[config.mk]
export PLATFORM = sky130hd
export DESIGN_NAME = mbe_front
export DESIGN_NICKNAME = d
export VERILOG_FILES = /design/src/rtl/core/mbe_pkg.sv /design/src/rtl/core/mbe_front.sv
export SDC_FILE = /design/constraint.sdc
export NUM_CORES = 2
export LEC_CHECK = 0
export BUFFER_PORTS_ARGS = -buffer_cell sky130_fd_sc_hd__buf_2
export CAP_MARGIN = 5
export CORE_MARGIN = 10
export CORE_UTILIZATION = 45
export DETAILED_ROUTE_END_ITERATION = 8
export PLACE_DENSITY_LB_ADDON = 0.1
export SLEW_MARGIN = 30
export SYNTH_ARGS = -nofsm -noshare
export SYNTH_HDL_FRONTEND = slang
export SYNTH_SLANG_ARGS = --single-unit
[constraint.sdc]
create_clock -name clk -period 9.75 [get_ports clk]
set_input_delay 0.975 -clock clk [delete_from_list [all_inputs] [get_ports clk]]
set_output_delay 0.975 -clock clk [all_outputs]
set_load 0.02 [all_outputs]
[src/rtl/core/mbe_pkg.sv]
`default_nettype none

package mbe_pkg;

  // Fixed-point format of coordinates and iterates
  localparam int FRAC_BITS = 28;
  localparam int IDX_W     = 10;
  localparam int CRD_W     = 32;
  localparam int CPROD_W   = CRD_W + IDX_W + 1;   // origin + index * step
  localparam int ZW        = CRD_W + 2;           // iterate u, v
  localparam int SQ_W      = 2 * CRD_W - FRAC_BITS; // u2, v2
  localparam int UVM_W     = FRAC_BITS + 1;       // |u|, |v| while still bounded
  localparam int UVP_W     = 2 * UVM_W;
  localparam int CNT_W     = 8;

  localparam logic [CNT_W-1:0] MAX_ITER = 8'd255;
  // Escape bound 4.0 in raw fixed point
  localparam logic [SQ_W:0] ESC_LIMIT = (SQ_W + 1)'(4) << FRAC_BITS;

  // Worst-case beats held inside the block: two front stages, two queue
  // entries, one in the engine, one in the output register.
  localparam logic [2:0] MAX_INFLIGHT = 3'd6;

  typedef enum logic [1:0] {
    CFG_X_ORIGIN = 2'd0,
    CFG_Y_ORIGIN = 2'd1,
    CFG_X_STEP   = 2'd2,
    CFG_Y_STEP   = 2'd3
  } cfg_reg_t;

  typedef enum logic [1:0] {
    B_IDLE,
    B_MULT,
    B_SQR
  } back_state_t;

  // One complex point c handed from front to back
  typedef struct packed {
    logic signed [CRD_W-1:0] cx;
    logic signed [CRD_W-1:0] cy;
  } c_point_t;

  localparam logic signed [CPROD_W-1:0] S32_MAX = CPROD_W'(64'sd2147483647);
  localparam logic signed [CPROD_W-1:0] S32_MIN = CPROD_W'(-64'sd2147483648);

  // Clamp a wide coordinate into the signed 32-bit range
  function automatic logic signed [CRD_W-1:0] sat32(input logic signed [CPROD_W-1:0] t);
    logic signed [CRD_W-1:0] r;
    if (t > S32_MAX) begin
      r = {1'b0, {(CRD_W-1){1'b1}}};
    end else if (t < S32_MIN) begin
      r = {1'b1, {(CRD_W-1){1'b0}}};
    end else begin
      r = $signed(t[CRD_W-1:0]);
    end
    return r;
  endfunction

  // Magnitude of an iterate
  function automatic logic [ZW-1:0] mag_z(input logic signed [ZW-1:0] a);
    logic [ZW-1:0] r;
    if (a[ZW-1]) begin
      r = ZW'(-a);
    end else begin
      r = ZW'(a);
    end
    return r;
  endfunction

endpackage

`default_nettype wire

[src/rtl/core/mbe_front.sv]
`default_nettype none

module mbe_front import mbe_pkg::*; (
  input  wire logic               clk,
  input  wire logic               rst_n,
  input  wire logic               cfg_we,
  input  wire logic [1:0]         cfg_index,
  input  wire logic [CRD_W-1:0]   cfg_wdata,
  input  wire logic               in_valid,
  output logic                    in_ready,
  input  wire logic [IDX_W-1:0]   in_column,
  input  wire logic [IDX_W-1:0]   in_row,
  output logic                    pt_valid,
  input  wire logic               pt_ready,
  output c_point_t                pt_data
);

  logic signed [CRD_W-1:0] x_origin_r, y_origin_r, x_step_r, y_step_r;

  logic                      a_v_r, a_v_nxt;
  logic signed [CPROD_W-1:0] px_r, py_r, px_nxt, py_nxt;
  logic                      b_v_r, b_v_nxt;
  c_point_t                  pt_r, pt_nxt;

  logic                      a_adv, b_adv;
  logic signed [IDX_W:0]     col_s, row_s;
  logic signed [CPROD_W-1:0] tx, ty;

  // Configuration registers
  always_ff @(posedge clk) begin
    if (!rst_n) begin
      x_origin_r <= '0;
      y_origin_r <= '0;
      x_step_r   <= '0;
      y_step_r   <= '0;
    end else if (cfg_we) begin
      unique case (cfg_reg_t'(cfg_index))
        CFG_X_ORIGIN: x_origin_r <= $signed(cfg_wdata);
        CFG_Y_ORIGIN: y_origin_r <= $signed(cfg_wdata);
        CFG_X_STEP:   x_step_r   <= $signed(cfg_wdata);
        CFG_Y_STEP:   y_step_r   <= $signed(cfg_wdata);
        default: ;
      endcase
    end
  end

  // Two-stage pipe: index * step, then add origin and clamp
  assign b_adv    = !b_v_r || pt_ready;
  assign a_adv    = !a_v_r || b_adv;
  assign in_ready = a_adv;

  assign col_s  = $signed({1'b0, in_column});
  assign row_s  = $signed({1'b0, in_row});
  assign px_nxt = col_s * x_step_r;
  assign py_nxt = row_s * y_step_r;

  assign tx = px_r + CPROD_W'(x_origin_r);
  assign ty = py_r + CPROD_W'(y_origin_r);

  always_comb begin
    a_v_nxt   = a_adv ? in_valid : a_v_r;
    b_v_nxt   = b_adv ? a_v_r : b_v_r;
    pt_nxt.cx = sat32(tx);
    pt_nxt.cy = sat32(ty);
  end

  always_ff @(posedge clk) begin
    if (!rst_n) begin
      a_v_r <= 1'b0;
      b_v_r <= 1'b0;
    end else begin
      a_v_r <= a_v_nxt;
      b_v_r <= b_v_nxt;
    end
  end

  always_ff @(posedge clk) begin
    if (a_adv && in_valid) begin
      px_r <= px_nxt;
      py_r <= py_nxt;
    end
    if (b_adv && a_v_r) begin
      pt_r <= pt_nxt;
    end
  end

  assign pt_valid = b_v_r;
  assign pt_data  = pt_r;

endmodule

`default_nettype wire

==> impl_results.md <==
* DIE AREA at 92810 µm²
* First-pass GRT wire length at 162300 µm
* Sink Count at 280
* Crit path DAT at 7.36 ns
* Hold Fails Final Rpt at 0
* Clock share of power at 0.336
* Leak at 18.36 nW
* Int Pwr at 2.682 mW
* Setup Crit Path Kind: input pin to register
* RSZ-0062 raised after global routing: false
* P_sw at 1.441 mW
* Worst slack, placed at 2.124 ns
* Post-CTS Setup Repair Bufs at 0
* Via density per instance at 5.252
* Highest clock rate at 141.2 MHz
* CTS resizes at 0
* Slowest-stage cell, CP: buf_2
* Clk slew on worst S/H paths at 0.06 ns
* Syn avg cell area at 8.917 µm²
* Max Slew Vio Count at 0
* CP cell instances: buf_2 -> nand2_1 -> fa_1 -> inv_1 -> fa_1 -> fa_1 -> fa_1 -> inv_1 -> fa_1 -> inv_1 -> ha_1 -> a21o_1 -> o21bai_1 -> a221o_1 -> a221o_1 -> a21oi_1 -> a21oi_1 -> a21oi_1 -> o21ai_1 -> a221o_1 -> a21oi_1 -> xnor2_1
* Max_slew headroom at 0.3798
* Seq cells post-synth at 280
* Hold_buf cts at 0
* Setup slack, reg-to-reg at 3.01 ns
* Antenna viol nets, final at 0
* Max cap viols at 0
* Ys flop type: edfxtp_1
* Syn_nets at 4966
* Share of cells above drive strength 1 at 0.05312
* DRT iter0 DRCs at 1711
* Row count at 104
* Vias at 27030
* Final core occ at 0.4848
* Number of port buffers at 124
* GPL Wtd Cong at 0.9103
* FILL cells at 7754
* Largest net degree at the start of global routing at 88
* Detailed Place HPWL at 78350 µm
* Initial core utilization at 0.4534
* Cells after Synth at 4089
* GRT Overall Usage at 0.2186
* CTS buffer count at 35
* Setup Viol. Count Final at 0
* Most frequent cells in the layout: nand2_1, inv_1, fa_1
* CTS Root Cell: clkbuf_16
* Synth unique cells at 72
* Drc violations at 0
* WP data required at 10.03 ns
* Slew @ Worst Pin at 0.9280 ns
* CP Launch Type: input pin
* Pwr dens at 105.8 nW/µm²
* Hold Path Class: register to register
* Synthesized cell area at 36460 µm²
* Power share of the combinational group at 0.309
* Post-synth EDFFs at 150
* Sw Ratio at 0.3495
* Die H at 304.7 µm
* Seq/Total Area, Yosys at 0.1949
* Vias in the first global route at 28330
* Setup Total Neg Slack at 0 ns
* Min Tclk post-route at 7.084 ns
* Worst-path fanout max at 32
* Final Worst Setup Slack at 2.666 ns
* CTS tree: yes
* Commonest non-fill, non-tap cell in the layout: nand2_1
* CTS max path bufs at 3
* Clk_lat worst skew at 0.56 ns
* Chip width at 304.7 µm
* CP most frequent cell: fa_1
* Fin crit share at 0.7266
* H-tree depth at 2
* Critical Path End Type: register
* Part of the power in registers at 0.355
* Initial antenna violation count at 4
* Clock Skews at 0.02195 ns
* Syn-to-layout area delta at 6.928%
* Multi-input logic area at 26150 µm²
* TritonRoute pass-1 iters at 7
* Worst VDD drop at 93.40 µV
* Status: completed
* Core Box Area at 80420 µm²
* Final wirelength at 100000 µm
* Asr flop ratio synth at 0
* Average wire per standard cell at 19.44 µm
* Yosys warnings at 0
* Max incr delay on CP at 0.59 ns
* Final nets at 4936
* Seq. cell area at 7107 µm²
* Congestion Overflow GR at 0
* Ports at 125
## Yosys cell counts (all sizes together) (4+ instances only)
master	number	area, µm²
a221oi	4	47.55
nand2	738	2770
o21ai	157	785.8
ha	270	3378
a31oi	15	93.84
nor3	20	100.1
fa	548	10970
a221o	6	60.06
clkbuf	192	720.7
a211oi	19	142.6
o21bai	21	157.7
nor2b	15	93.84
a2111oi	4	41.29
buf	9	51.29
a21oi	168	840.8
nand4	23	143.9
and4	5	43.79
a21boi	136	1021
or3	5	31.28
nor2	100	375.4
xor2	55	481.7
xnor2	107	937.2
o31a	5	43.79
edfxtp	150	4504
nor3b	5	37.54
o211ai	14	105.1
a41oi	4	42.55
and2	285	1783
nor4	6	37.54
and3	14	87.58
o21a	24	180.2
dfxtp	130	2603
inv	664	2492
a21o	66	495.5
nand3	34	170.2
nand2b	16	100.1
or2	7	43.79
o31ai	7	52.55
## metal layers
| metal | global-route usage | vias up | share of wire |
|---|---|---|---|
| met5 | 0 | - | 0.00029 |
| met4 | 0.05428 | 4 | 0.026 |
| met3 | 0.04454 | 105 | 0.066 |
| met2 | 0.3368 | 637 | 0.43 |
| met1 | 0.3107 | 13440 | 0.48 |
| li1 | - | 12850 | - |
## power groups by stage
| stage | Sequential, mW | Combinational, mW | Clock [mW] |
|---|---|---|---|
| global placement | 1.49 | 1.26 | 0 |
| global route | 1.47 | 1.45 | 1.47 |
| finish | 1.46 | 1.27 | 1.38 |
| detailed placement | 1.49 | 1.27 | 0 |
| floorplan | 1.46 | 0.893 | 0 |
| CTS | 1.46 | 1.28 | 1.42 |
## final cells by class
type                    instances  area share
repair buffers                134     0.01791
clock inverters                19    0.006226
diodes                          1  0.00006418
clock buffers                  44     0.02494
inverters                     664     0.06393
flip-flops and latches        280      0.1823
multi-input cells            2944      0.6706
well taps                    1060     0.03402
## stage by stage
step                total power, mW  instances  cell area [µm²]  hold slack (ns)
global route                  4.387       5145            38980           0.4930
detailed placement            2.755       5082            37770           0.4626
finish                        4.124       5146            38990           0.4679
floorplan                     2.355       4089            36460           0.4423
global placement              2.750       5082            37770           0.4575
CTS                           4.155       5145            38980           0.4724
## critical path: cells and delay by family
family / cells / cell delay, ns
and+or+nand+nor: 1 / 0.18
adders and majority gates: 6 / 2.86
xor gates and xnor gates: 1 / 0.09
buffers and inverters: 4 / 0.73
AOI/OAI and AO/OA: 10 / 2.49
## registers in the layout (all words and copies together), names as in the netlist
name / flops
x_step_r: 32
a_v_r: 1
py_r: 43
y_step_r: 32
px_r: 43
pt_data: 64
y_origin_r: 32
pt_valid: 1
x_origin_r: 32
## logic make-up (layout without fill, tap and decap cells)
| group | Yosys count | count (layout) | synth area share |
|---|---|---|---|
| fa+ha+maj | 818 | 818 | 0.3935 |
| xor+xnor | 162 | 162 | 0.03891 |
| flops | 280 | 280 | 0.1949 |
| simple gates | 1283 | 1283 | 0.1618 |
| mux | 3 | 3 | 0.001167 |
| compound gates | 678 | 678 | 0.1201 |
| buf+inv | 865 | 861 | 0.08953 |
| other cells | 0 | 1 | 0 |
## final timing paths
path,from,end,cells past startpoint
setup / recovery,in_column[5],px_r[42]$_DFFE_PP_,22
hold / removal,y_origin_r[6]$_SDFFE_PN0P_,y_origin_r[6]$_SDFFE_PN0P_,2
setup reg to reg,x_step_r[8]$_SDFFE_PN0P_,px_r[42]$_DFFE_PP_,21
hold reg to reg,y_origin_r[6]$_SDFFE_PN0P_,y_origin_r[6]$_SDFFE_PN0P_,2
Power figures use the tool's default switching activity.
