`config.mk`:
```
export PLATFORM = sky130hd
export DESIGN_NAME = mbe_queue
export DESIGN_NICKNAME = d
export VERILOG_FILES = /design/src/rtl/core/mbe_pkg.sv /design/src/rtl/core/mbe_queue.sv
export SDC_FILE = /design/constraint.sdc
export NUM_CORES = 1
export LEC_CHECK = 0
export ABC_AREA = 1
export BUFFER_PORTS_ARGS = -buffer_cell sky130_fd_sc_hd__buf_2
export CORE_MARGIN = 2
export CORE_UTILIZATION = 54
export CTS_BUF_LIST = sky130_fd_sc_hd__clkbuf_4 sky130_fd_sc_hd__clkbuf_8
export DETAILED_ROUTE_END_ITERATION = 12
export PLACE_DENSITY = 0.78
export SKIP_LAST_GASP = 1
export SLEW_MARGIN = 20
export SYNTH_ARGS = -nofsm -noshare
export SYNTH_HDL_FRONTEND = slang
export SYNTH_SLANG_ARGS = --single-unit
```
`constraint.sdc`:
```
create_clock -name clk -period 4.8 [get_ports clk]
set_input_delay 0.24 -clock clk [delete_from_list [all_inputs] [get_ports clk]]
set_output_delay 0.24 -clock clk [all_outputs]
set_load 0.01 [all_outputs]
```
`src/rtl/core/mbe_pkg.sv`:
```
`default_nettype none

package mbe_pkg;

  // Fixed-point format of coordinates and iterates
  localparam int FRAC_BITS = 28;
  localparam int IDX_W     = 10;
  localparam int CRD_W     = 32;
  localparam int CPROD_W   = CRD_W + IDX_W + 1;   // origin + index * step
  localparam int ZW        = CRD_W + 2;           // iterate u, v
  localparam int SQ_W      = 2 * CRD_W - FRAC_BITS; // u2, v2
  localparam int UVM_W     = FRAC_BITS + 1;       // |u|, |v| while still bounded
  localparam int UVP_W     = 2 * UVM_W;
  localparam int CNT_W     = 8;

  localparam logic [CNT_W-1:0] MAX_ITER = 8'd255;
  // Escape bound 4.0 in raw fixed point
  localparam logic [SQ_W:0] ESC_LIMIT = (SQ_W + 1)'(4) << FRAC_BITS;

  // Worst-case beats held inside the block: two front stages, two queue
  // entries, one in the engine, one in the output register.
  localparam logic [2:0] MAX_INFLIGHT = 3'd6;

  typedef enum logic [1:0] {
    CFG_X_ORIGIN = 2'd0,
    CFG_Y_ORIGIN = 2'd1,
    CFG_X_STEP   = 2'd2,
    CFG_Y_STEP   = 2'd3
  } cfg_reg_t;

  typedef enum logic [1:0] {
    B_IDLE,
    B_MULT,
    B_SQR
  } back_state_t;

  // One complex point c handed from front to back
  typedef struct packed {
    logic signed [CRD_W-1:0] cx;
    logic signed [CRD_W-1:0] cy;
  } c_point_t;

  localparam logic signed [CPROD_W-1:0] S32_MAX = CPROD_W'(64'sd2147483647);
  localparam logic signed [CPROD_W-1:0] S32_MIN = CPROD_W'(-64'sd2147483648);

  // Clamp a wide coordinate into the signed 32-bit range
  function automatic logic signed [CRD_W-1:0] sat32(input logic signed [CPROD_W-1:0] t);
    logic signed [CRD_W-1:0] r;
    if (t > S32_MAX) begin
      r = {1'b0, {(CRD_W-1){1'b1}}};
    end else if (t < S32_MIN) begin
      r = {1'b1, {(CRD_W-1){1'b0}}};
    end else begin
      r = $signed(t[CRD_W-1:0]);
    end
    return r;
  endfunction

  // Magnitude of an iterate
  function automatic logic [ZW-1:0] mag_z(input logic signed [ZW-1:0] a);
    logic [ZW-1:0] r;
    if (a[ZW-1]) begin
      r = ZW'(-a);
    end else begin
      r = ZW'(a);
    end
    return r;
  endfunction

endpackage

`default_nettype wire

```
`src/rtl/core/mbe_queue.sv`:
```
`default_nettype none

module mbe_queue import mbe_pkg::*; (
  input  wire logic     clk,
  input  wire logic     rst_n,
  input  wire logic     s_valid,
  output logic          s_ready,
  input  wire c_point_t s_data,
  output logic          m_valid,
  input  wire logic     m_ready,
  output c_point_t      m_data
);

  c_point_t   q_mem_r [2];
  logic       wr_ptr_r, wr_ptr_nxt;
  logic       rd_ptr_r, rd_ptr_nxt;
  logic [1:0] fill_r, fill_nxt;
  logic       push, pop;

  assign s_ready = (fill_r != 2'd2);
  assign m_valid = (fill_r != 2'd0);
  assign m_data  = q_mem_r[rd_ptr_r];

  assign push = s_valid && s_ready;
  assign pop  = m_valid && m_ready;

  // Pointer and fill bookkeeping
  always_comb begin
    wr_ptr_nxt = push ? !wr_ptr_r : wr_ptr_r;
    rd_ptr_nxt = pop ? !rd_ptr_r : rd_ptr_r;
    fill_nxt   = fill_r + 2'(push) - 2'(pop);
  end

  always_ff @(posedge clk) begin
    if (!rst_n) begin
      wr_ptr_r <= 1'b0;
      rd_ptr_r <= 1'b0;
      fill_r   <= 2'd0;
    end else begin
      wr_ptr_r <= wr_ptr_nxt;
      rd_ptr_r <= rd_ptr_nxt;
      fill_r   <= fill_nxt;
    end
  end

  always_ff @(posedge clk) begin
    if (push) begin
      q_mem_r[wr_ptr_r] <= s_data;
    end
  end

endmodule

`default_nettype wire

```
==> results of run 1 <==
-- stage by stage --
step | hold slack (ps) | setup slack [ps] | total power [W] | cells
final | 33.4 | 2270 | 0.00334 | 583
after global routing | 4.51 | 2140 | 0.00350 | 583
after CTS | 0.00555 | 2210 | 0.00334 | 552
after detailed placement | 431 | 2380 | 0.00241 | 493
after global placement | 428 | 2420 | 0.00239 | 493
after floorplan | 333 | 957 | 0.00219 | 235
-- worst max-delay path by stage --
| stage | to | cells after the start |
|---|---|---|
| finish | m_data[2] | 3 |
| global route | m_data[2] | 3 |
| CTS | m_data[2] | 3 |
| detailed placement | q_mem_r[0][25] | 5 |
| global placement | q_mem_r[0][26] | 5 |
| floorplan | q_mem_r[1][0] | 4 |
-- power breakdown --
part	switching, W	leakage [nW]	total (W)	internal (W)
sequential	0.0000812	1.24	0.00156	0.00147
combinational	0.000407	1.31	0.000861	0.000454
clock	0.000409	0.195	0.000924	0.000515
-- repair_timing --
action | CTS | global route
endpoints found under the hold margin | 54 | 61
hold buffers | 27 | 31
setup buffers | 0 | 0
-- registers in the layout, indices dropped and copies added (netlist names), named ones only --
name and flops:
wr_ptr_r 1, fill_r 2, rd_ptr_r 1, q_mem_r 128
-- area by class of cell --
| type | count | area, um^2 | area share [%] |
|---|---|---|---|
| inverter | 7 | 26.3 | 0.382 |
| timing repair buffer | 194 | 1270 | 18.4 |
| clock buffer | 18 | 241 | 3.51 |
| clock inverter | 14 | 161 | 2.35 |
| multi-input combinational | 88 | 1070 | 15.6 |
| sequential | 133 | 3950 | 57.4 |
| tap | 129 | 161 | 2.35 |
-- cells by family after synthesis --
kind of cell / after synthesis / share of synthesized area, %
xor+xnor: 1 / 0.170
simple gates: 21 / 1.60
buf+inv: 14 / 3.06
fa+ha+maj: 1 / 0.243
mux: 64 / 18.3
flops: 133 / 76.5
compound gates: 1 / 0.0970
-- worst max-delay path, stage by stage (launching register included) --
cell	delay (ps)
dfxtp_4	670
buf_4	640
mux2_2	410
buf_2	140
-- routing by layer --
metal  up-vias  GRT usage, %  wire (um)
met1      1312          21.0       3800
met3        23          6.35        553
met4         0          7.80        223
met5         -             0          0
li1       1315             -          -
met2       108          27.0       4560
-- layout by cell type, fill, tap and decap left out, types with 2 or more instances in the layout --
master,Yosys,layout
buf_2,0,133
buf_4,0,3
bufinv_16,0,3
clkbuf_8,0,17
clkinv_2,0,4
clkinv_4,0,2
clkinvlp_4,0,4
dfxtp_1,5,4
dlygate4sd3_1,0,58
edfxtp_1,128,128
inv_1,7,7
mux2_2,4,4
mux2_4,60,60
nand2_1,11,11
nor2_1,8,6
nor2_4,0,2
==> results by group, run 1 <==
STA
  – Pins Over Slew Limit: 0
  – Slew at the pin closest to its max-slew limit: 1060 ps
  – Final worst path period need: 2530 ps
  – Setup TNS: 0 ps
  – Skew final: 13.2 ps
  – Final setup fails: 0
  – Final Hold Violating Endpoints: 0
  – Fmax: 0.395 GHz
  – Max_slew headroom: 29.1%
  – RSZ-0062 raised after global routing: no
  – Crit share post-route: 52.7%

Die
  – Chip Height: 102 um
  – Die W: 102 um
  – FP Rows: 35
  – Initial Util: 55.8%
  – Io pins: 134
  – Die area: 10300 um^2
  – Core area: 9240 um^2

Placement
  – I/O Buffers: 133
  – Post-DP Area: 5890 um^2
  – Post-DP HPWL: 5490 um
  – GP Congestion: 0.740

Yosys
  – Area leader, netlist: edfxtp_1
  – Synthesized netlist cell count: 235
  – Synth Register Bits: 133
  – Most common library cells after synthesis: edfxtp_1 (128), mux2_4 (60), nand2_1 (11)
  – Post-synth EDFFs: 128
  – Async SR Flop Fraction: 0%
  – YS warnings: 0
  – Syn Nets: 304
  – Post-synth top flop: edfxtp_1
  – Sequential share of the synthesized area: 76.5%
  – Most frequent cell after synthesis: edfxtp_1
  – Synth cell types: 14
  – Synth Cell Area: 5160 um^2
  – Share of the synthesized area in the top cell type: 74.5%
  – Mean post-synth cell area: 21.9 um^2
  – Ranking of synthesized cells by area: edfxtp_1 (75%), mux2_4 (17%), buf_12 (2.3%), dfxtp_1 (1.9%), mux2_2 (0.87%)

Critical path
  – WP data arrival: 2290 ps
  – Worst r2r dst: q_mem_r[0][28]
  – Critical path launch point type: register
  – R2r setup slk: 2390 ps
  – CP Class: reg2out
  – Critical path endpoint category: primary output
  – Worst EP required: 4560 ps
  – Reg2Reg Depth: 5
  – CP Max Fanout: 37
  – Reg-to-reg startpoint: fill_r[0]

Clock tree
  – CTS tree: yes
  – H-Tree Depth: 4
  – CTS clk-pin slew, worst paths: 70 ps
  – Number of buffers created by CTS: 17
  – Clk Latency, worst-skew pair: 410 ps
  – Clock Sink Count: 133
  – Root Driver: clkbuf_8
  – Maximum clock insertion buffer count: 2
  – Post-CTS Resized: 0

Global route
  – Initial antenna violation count: 0
  – GRT Total Usage: 17.1%
  – Grt ovf: 0
  – First-pass GRT wire length: 12700 um
  – Number of global-route vias before repair: 2644
  – Largest net degree at the start of global routing: 38

Routing
  – First-pass DRT Iterations: 4
  – Routed wire length: 9140 um
  – Vias: 2758
  – DRC errors left: 0
  – Detailed Route Iter0 Violations: 119
  – Routed vias/inst: 4.73
  – Routed Antenna Nets: 0
  – WL/cell: 15.7 um

Cells and area
  – Nets: 510
  – Fin area: 6880 um^2
  – Syn-to-layout area delta: 33.4%
  – Final Util: 74.4%
  – Fillers: 571
  – # diodes: 0
  – Layout cells sized above 1: 51.8%

Job
  – Max-Cap Viols: 0

Hold path
  – Hold path cells: 1
  – Hold path startpoint: s_data[7]
  – Worst Hold Path EP: q_mem_r[1][7]
  – Hold Path Class: in2reg

Power
  – Pwr Density: 486 nW/um^2
  – Peak supply drop: 394 uV
  – Pleak: 2.75 nW

Run status
  – Status: complete, no violations
Note: power is estimated with default switching activity, not from simulation.
==> inputs of run 2 (changes only) <==
clock period = 2.56 ns   (was 4.8 ns; I/O delays follow)
==> results by group, run 2 (synthesis gave the netlist of run 1 again) <==
Die
  – Die area: 10300 um^2 (unchanged)
  – FP Rows: 35 (unchanged)
  – Die W: 102 um (unchanged)
  – Io pins: 134 (unchanged)
  – Initial Util: 55.8% (unchanged)
  – Core area: 9240 um^2 (unchanged)
  – Chip Height: 102 um (unchanged)

Cells and area
  – Most frequent cells in the layout: buf_2 (133), edfxtp_1 (128), dlygate4sd3_1 (65), mux2_4 (60), clkbuf_8 (17) (was buf_2 (133), edfxtp_1 (128), mux2_4 (60), dlygate4sd3_1 (58), clkbuf_8 (17))
  – Biggest register: q_mem_r (unchanged)
  – Syn-to-layout area delta: 35.0% (was 33.4%)
  – Biggest regs: q_mem_r (128), fill_r (2) (unchanged)
  – Nets: 520 (was 510)
  – Commonest non-fill, non-tap cell in the layout: buf_2 (unchanged)
  – # diodes: 0 (unchanged)
  – Final Util: 75.3% (was 74.4%)
  – Layout cells sized above 1: 50.6% (was 51.8%)
  – Fillers: 561 (was 571)
  – Max reg flops: 128 (unchanged)
  – Footprint of the multi-input gates: 1070 um^2 (unchanged)
  – Register area: 3950 um^2 (unchanged)

Critical path
  – Critical path endpoint category: primary output (unchanged)
  – Max incr delay on CP: 630 ps (was 670 ps)
  – Worst EP required: 2430 ps (was 4560 ps)
  – Worst path cell trace: buf_4 -> mux2_2 -> buf_2 (unchanged)
  – Critical path's slowest cell: dfxtp_4 (unchanged)
  – CP Max Fanout: 24 (was 37)
  – Critical path launch point type: register (unchanged)
  – CP Class: reg2out (unchanged)
  – WP data arrival: 1930 ps (was 2290 ps)

STA
  – WHS: 171 ps (was 33.4 ps)
  – RSZ-0062 raised after global routing: no (unchanged)
  – Max_slew headroom: 68.0% (was 29.1%)
  – Slew at the pin closest to its max-slew limit: 480 ps (was 1060 ps)
  – Fmax: 0.486 GHz
  – Final worst path period need: 2060 ps
  – Final setup fails: 0 (unchanged)
  – Crit share post-route: 80.5%
  – Pins Over Slew Limit: 0 (unchanged)
  – Skew final: 5.87 ps (was 13.2 ps)
  – Final Hold Violating Endpoints: 0 (unchanged)

Placement
  – GP Congestion: 0.703 (was 0.740)
  – I/O Buffers: 133 (unchanged)
  – Post-DP HPWL: 5800 um (was 5490 um)

Routing
  – Routed wire length: 9600 um (was 9140 um)
  – First-pass DRT Iterations: 4 (unchanged)
  – Vias: 2850 (was 2758)
  – Routed Antenna Nets: 0 (unchanged)
  – Routed vias/inst: 4.82 (was 4.73)
  – Met2 Wirelength: 4950 um (was 4560 um)
  – Top sig layer: met4 (unchanged)
  – WL/cell: 16.2 um (was 15.7 um)
  – Metal-1 WL: 3880 um (was 3800 um)
  – Detailed Route Iter0 Violations: 65 (was 119)
  – DRC errors left: 0 (unchanged)
  – Met3 WL: 635 um (was 553 um)

Clock tree
  – H-Tree Depth: 4 (unchanged)
  – Root Driver: clkbuf_8 (unchanged)
  – Clk Latency, worst-skew pair: 410 ps (about the same)
  – Maximum clock insertion buffer count: 2 (unchanged)
  – CTS clk-pin slew, worst paths: 70 ps (about the same)
  – Clock Sink Count: 133 (unchanged)
  – CTS tree: yes (unchanged)
  – Post-CTS Resized: 0 (unchanged)
  – Number of buffers created by CTS: 17 (unchanged)

Global route
  – Initial antenna violation count: 0 (unchanged)
  – GRT Total Usage: 19.0% (was 17.1%)
  – First-pass GRT wire length: 14200 um (was 12700 um)
  – Grt ovf: 0 (unchanged)
  – Number of global-route vias before repair: 3020 (was 2644)
  – Largest net degree at the start of global routing: 37 (was 38)

Power
  – Pwr Density: 899 nW/um^2 (was 486 nW/um^2)
  – Pleak: 2.79 nW (was 2.75 nW)
  – Peak supply drop: 589 uV (was 394 uV)
  – Power Total: 0.00625 W (was 0.00334 W)

Hold path
  – Hold Path Class: in2reg (unchanged)

Job
  – Max-Cap Viols: 0 (unchanged)

Run status
  – Status: complete, no violations (unchanged)
==> run 2: cell count changes in the layout (fill, tap and decap cells not counted), sizes merged <==
cell / delta
buf: +3
clkinv: -1
clkinvlp: -1
dlygate4sd3: +7
==> run 2: layout make-up <==
| type | count | area share [%] |
|---|---|---|
| repair buffers | 204 | 19.7 |
| inverters | 7 | 0.378 |
| clock buffers | 18 | 3.47 |
| well taps | 129 | 2.32 |
| multi-input cells | 88 | 15.4 |
| clock inverters | 12 | 2.00 |
| flip-flops and latches | 133 | 56.7 |
==> run 2: routing by layer <==
layer / global-route usage (%) / vias up
met1: 21.9 / 1376
met4: 8.32 / 0
met3: 6.21 / 16
li1: - / 1336
met2: 32.5 / 122
met5: 0 / -
==> run 2: where the power goes <==
| group | switching [W] | internal [W] | total [W] |
|---|---|---|---|
| clock | 0.000726 | 0.000947 | 0.00167 |
| combinational | 0.000787 | 0.000880 | 0.00167 |
| sequential | 0.000150 | 0.00276 | 0.00291 |
==> run 2: final timing paths <==
kind / startpoint / endpoint / slack (ps) / cells after the start
worst max register to register: fill_r[0] / fill_r[1] / 930 / 10
worst max-delay path: register / m_data[2] / 500 / 3
worst min register to register: rd_ptr_r / rd_ptr_r / 520 / 2
worst min-delay path: m_ready / fill_r[1] / 170 / 5
==> run 2: what timing repair did <==
action	4_1_cts	5_1_grt
hold buffers	65	0
setup buffers	0	0
endpoints found under the hold margin	133	0
==> run 2: critical path: cells and delay by family (launching register included) <==
kind                   cells  cell delay (ps)
buffers and inverters      2              500
flip-flops                 1              630
multiplexers               1              380
==> run 2: per-stage QoR <==
step / setup slack [ps] / cells / TNS [ps] / cell area [um^2]
floorplan: -215 / 235 / -26400 / 5160
global placement: 924 / 496 / 0 / 5930
detailed placement: 908 / 496 / 0 / 5930
CTS: 451 / 591 / 0 / 6960
global route: 396 / 591 / 0 / 6960
finish: 500 / 591 / 0 / 6960
==> inputs of run 3 (changes only) <==
CORE_UTILIZATION = 49   (was 54)
PLACE_DENSITY = 0.75   (was 0.78)
clock period = 1.7 ns   (was 2.56 ns; I/O delays follow)
==> results by group, run 3 (synthesis gave the netlist of run 1 again) <==
STA
  – Pins Over Slew Limit: 0 (unchanged)
  – WHS: 75.9 ps (was 171 ps)
  – Fmax: 0.613 GHz
  – Slew at the pin closest to its max-slew limit: 210 ps (was 480 ps)
  – Max_slew headroom: 86.0% (was 68.0%)
  – Skew final: 6.22 ps (was 5.87 ps)
  – Final worst path period need: 1630 ps
  – Final setup fails: 0 (unchanged)
  – RSZ-0062 raised after global routing: yes (was no)
  – Crit share post-route: 96.0%
  – Final Hold Violating Endpoints: 0 (unchanged)

Cells and area
  – Layout cells sized above 1: 53.0% (was 50.6%)
  – Max reg flops: 128 (unchanged)
  – Biggest regs: q_mem_r (128), fill_r (2) (unchanged)
  – Biggest register: q_mem_r (unchanged)
  – Syn-to-layout area delta: 39.5% (was 35.0%)
  – Fin area: 7190 um^2 (was 6960 um^2)
  – Nets: 531 (was 520)
  – # diodes: 0 (unchanged)
  – Most frequent cells in the layout: buf_2 (133), edfxtp_1 (128), dlygate4sd3_1 (65), mux2_4 (60), clkbuf_8 (17) (unchanged)
  – Commonest non-fill, non-tap cell in the layout: buf_2 (unchanged)

Routing
  – Routed wire length: 9470 um (was 9600 um)
  – First-pass DRT Iterations: 4 (unchanged)
  – Routed vias/inst: 4.75 (was 4.82)
  – Vias: 2900 (was 2850)
  – Detailed Route Iter0 Violations: 127 (was 65)
  – Routed Antenna Nets: 0 (unchanged)
  – DRC errors left: 0 (unchanged)
  – WL/cell: 15.5 um (was 16.2 um)

Clock tree
  – Number of buffers created by CTS: 17 (unchanged)
  – CTS clk-pin slew, worst paths: 70 ps (about the same)
  – Root Driver: clkbuf_8 (unchanged)
  – Post-CTS Resized: 0 (unchanged)
  – CTS tree: yes (unchanged)
  – Clock Sink Count: 133 (unchanged)
  – Clk Latency, worst-skew pair: 420 ps (was 410 ps)
  – Maximum clock insertion buffer count: 2 (unchanged)
  – H-Tree Depth: 4 (unchanged)

Power
  – Pleak: 2.90 nW (was 2.79 nW)
  – Switching power: 0.00263 W (was 0.00166 W)
  – Register share of total power: 43.2% (was 46.6%)
  – Clock Power Share: 28.9% (was 26.8%)
  – Pwr Density: 1390 nW/um^2 (was 899 nW/um^2)
  – Comb pwr share: 27.9% (was 26.6%)
  – Sw Share: 26.2% (was 26.6%)
  – Peak supply drop: 849 uV (was 589 uV)
  – Cell internal pwr: 0.00740 W (was 0.00459 W)

Die
  – Io pins: 134 (unchanged)
  – Core area: 10300 um^2 (was 9240 um^2)
  – Die area: 11400 um^2 (was 10300 um^2)
  – FP Rows: 37 (was 35)
  – Initial Util: 50.2% (was 55.8%)
  – Die W: 107 um (was 102 um)
  – Chip Height: 107 um (was 102 um)

Hold path
  – Hold path cells: 5 (unchanged)
  – Hold Path Class: in2reg (unchanged)

Critical path
  – Reg2Reg Depth: 9 (was 10)
  – Critical path launch point type: register (unchanged)
  – Critical path endpoint category: primary output (unchanged)
  – WP data arrival: 1550 ps (was 1930 ps)
  – Worst EP required: 1620 ps (was 2430 ps)
  – CP Max Fanout: 10 (was 24)
  – CP Class: reg2out (unchanged)

Run status
  – Status: complete, no violations (unchanged)

Global route
  – Grt ovf: 0 (unchanged)
  – Largest net degree at the start of global routing: 36 (was 37)
  – Initial antenna violation count: 0 (unchanged)
  – Number of global-route vias before repair: 2998 (was 3020)
  – First-pass GRT wire length: 14500 um (was 14200 um)
  – GRT Total Usage: 17.1% (was 19.0%)

Placement
  – Post-DP HPWL: 5680 um (was 5800 um)
  – I/O Buffers: 133 (unchanged)
  – GP Congestion: 0.696 (was 0.703)
  – Post-DP Area: 6050 um^2 (was 5930 um^2)

Job
  – Max-Cap Viols: 0 (unchanged)
-- run 3: cell count changes in the layout (fill, tap and decap cells not counted), moves of 2 or more --
| cell | change |
|---|---|
| buf_4 | +6 |
| buf_12 | +5 |
| bufinv_16 | +2 |
| clkinv_4 | +2 |
| nand2_1 | -2 |
| nand2_4 | +2 |
-- run 3: what timing repair did --
action	in CTS	in global routing
setup endpoints to repair	54	36
endpoints found under the hold margin	133	0
gates cloned	0	0
pin swaps	0	1
hold buffers	65	0
buffers inserted	2	5
-- run 3: final cells by class --
type / instances / area [um^2]
Clock inverter: 14 / 209
Fill cell: 676 / 3090
Tap cell: 136 / 170
Clock buffer: 17 / 234
Multi-Input combinational cell: 88 / 1080
Inverter: 7 / 26.3
Sequential cell: 133 / 3950
Timing Repair Buffer: 215 / 1520
-- run 3: path summary, 6_finish.rpt --
path | startpoint | end | slack [ps]
worst max-delay path | register | m_data[1] | 70
worst min-delay path | s_valid | wr_ptr_r | 80
worst max register to register | fill_r[1] | fill_r[1] | 140
worst min register to register | rd_ptr_r | register | 510
-- run 3: routing by layer --
metal / up-vias / GRT usage [%] / part of all wire, %
li1: 1358 / - / -
met1: 1413 / 20.6 / 40
met2: 120 / 28.9 / 52
met3: 9 / 5.41 / 6.7
met4: 0 / 6.68 / 1.2
met5: - / 0 / 0
-- run 3: critical path, stage by stage (launching register included) --
cell	delay (ps)
dfxtp_4	450
buf_4	210
mux2_2	340
buf_2	140
-- run 3: stage by stage --
step / TNS, ps / instances / worst slack (ps) / util [%] / total power, W
2_1_floorplan: -26200 / 235 / -220 / - / 0.00621
3_3_place_gp: 0 / 507 / 335 / 58.8 / 0.00695
3_5_place_dp: 0 / 507 / 146 / 58.8 / 0.00703
4_1_cts: -3.06 / 605 / -1.92 / 69.6 / 0.0101
5_1_grt: -46.8 / 610 / -22.9 / 70.0 / 0.0105
6_report: 0 / 610 / 68.0 / 70.0 / 0.0100
-- run 3: power groups by stage --
stage | clock network (W) | registers (W) | logic [W]
final | 0.00290 | 0.00433 | 0.00280
after global routing | 0.00310 | 0.00437 | 0.00301
after CTS | 0.00297 | 0.00434 | 0.00277
after detailed placement | 0 | 0.00444 | 0.00259
after global placement | 0 | 0.00440 | 0.00255
after floorplan | 0 | 0.00434 | 0.00187
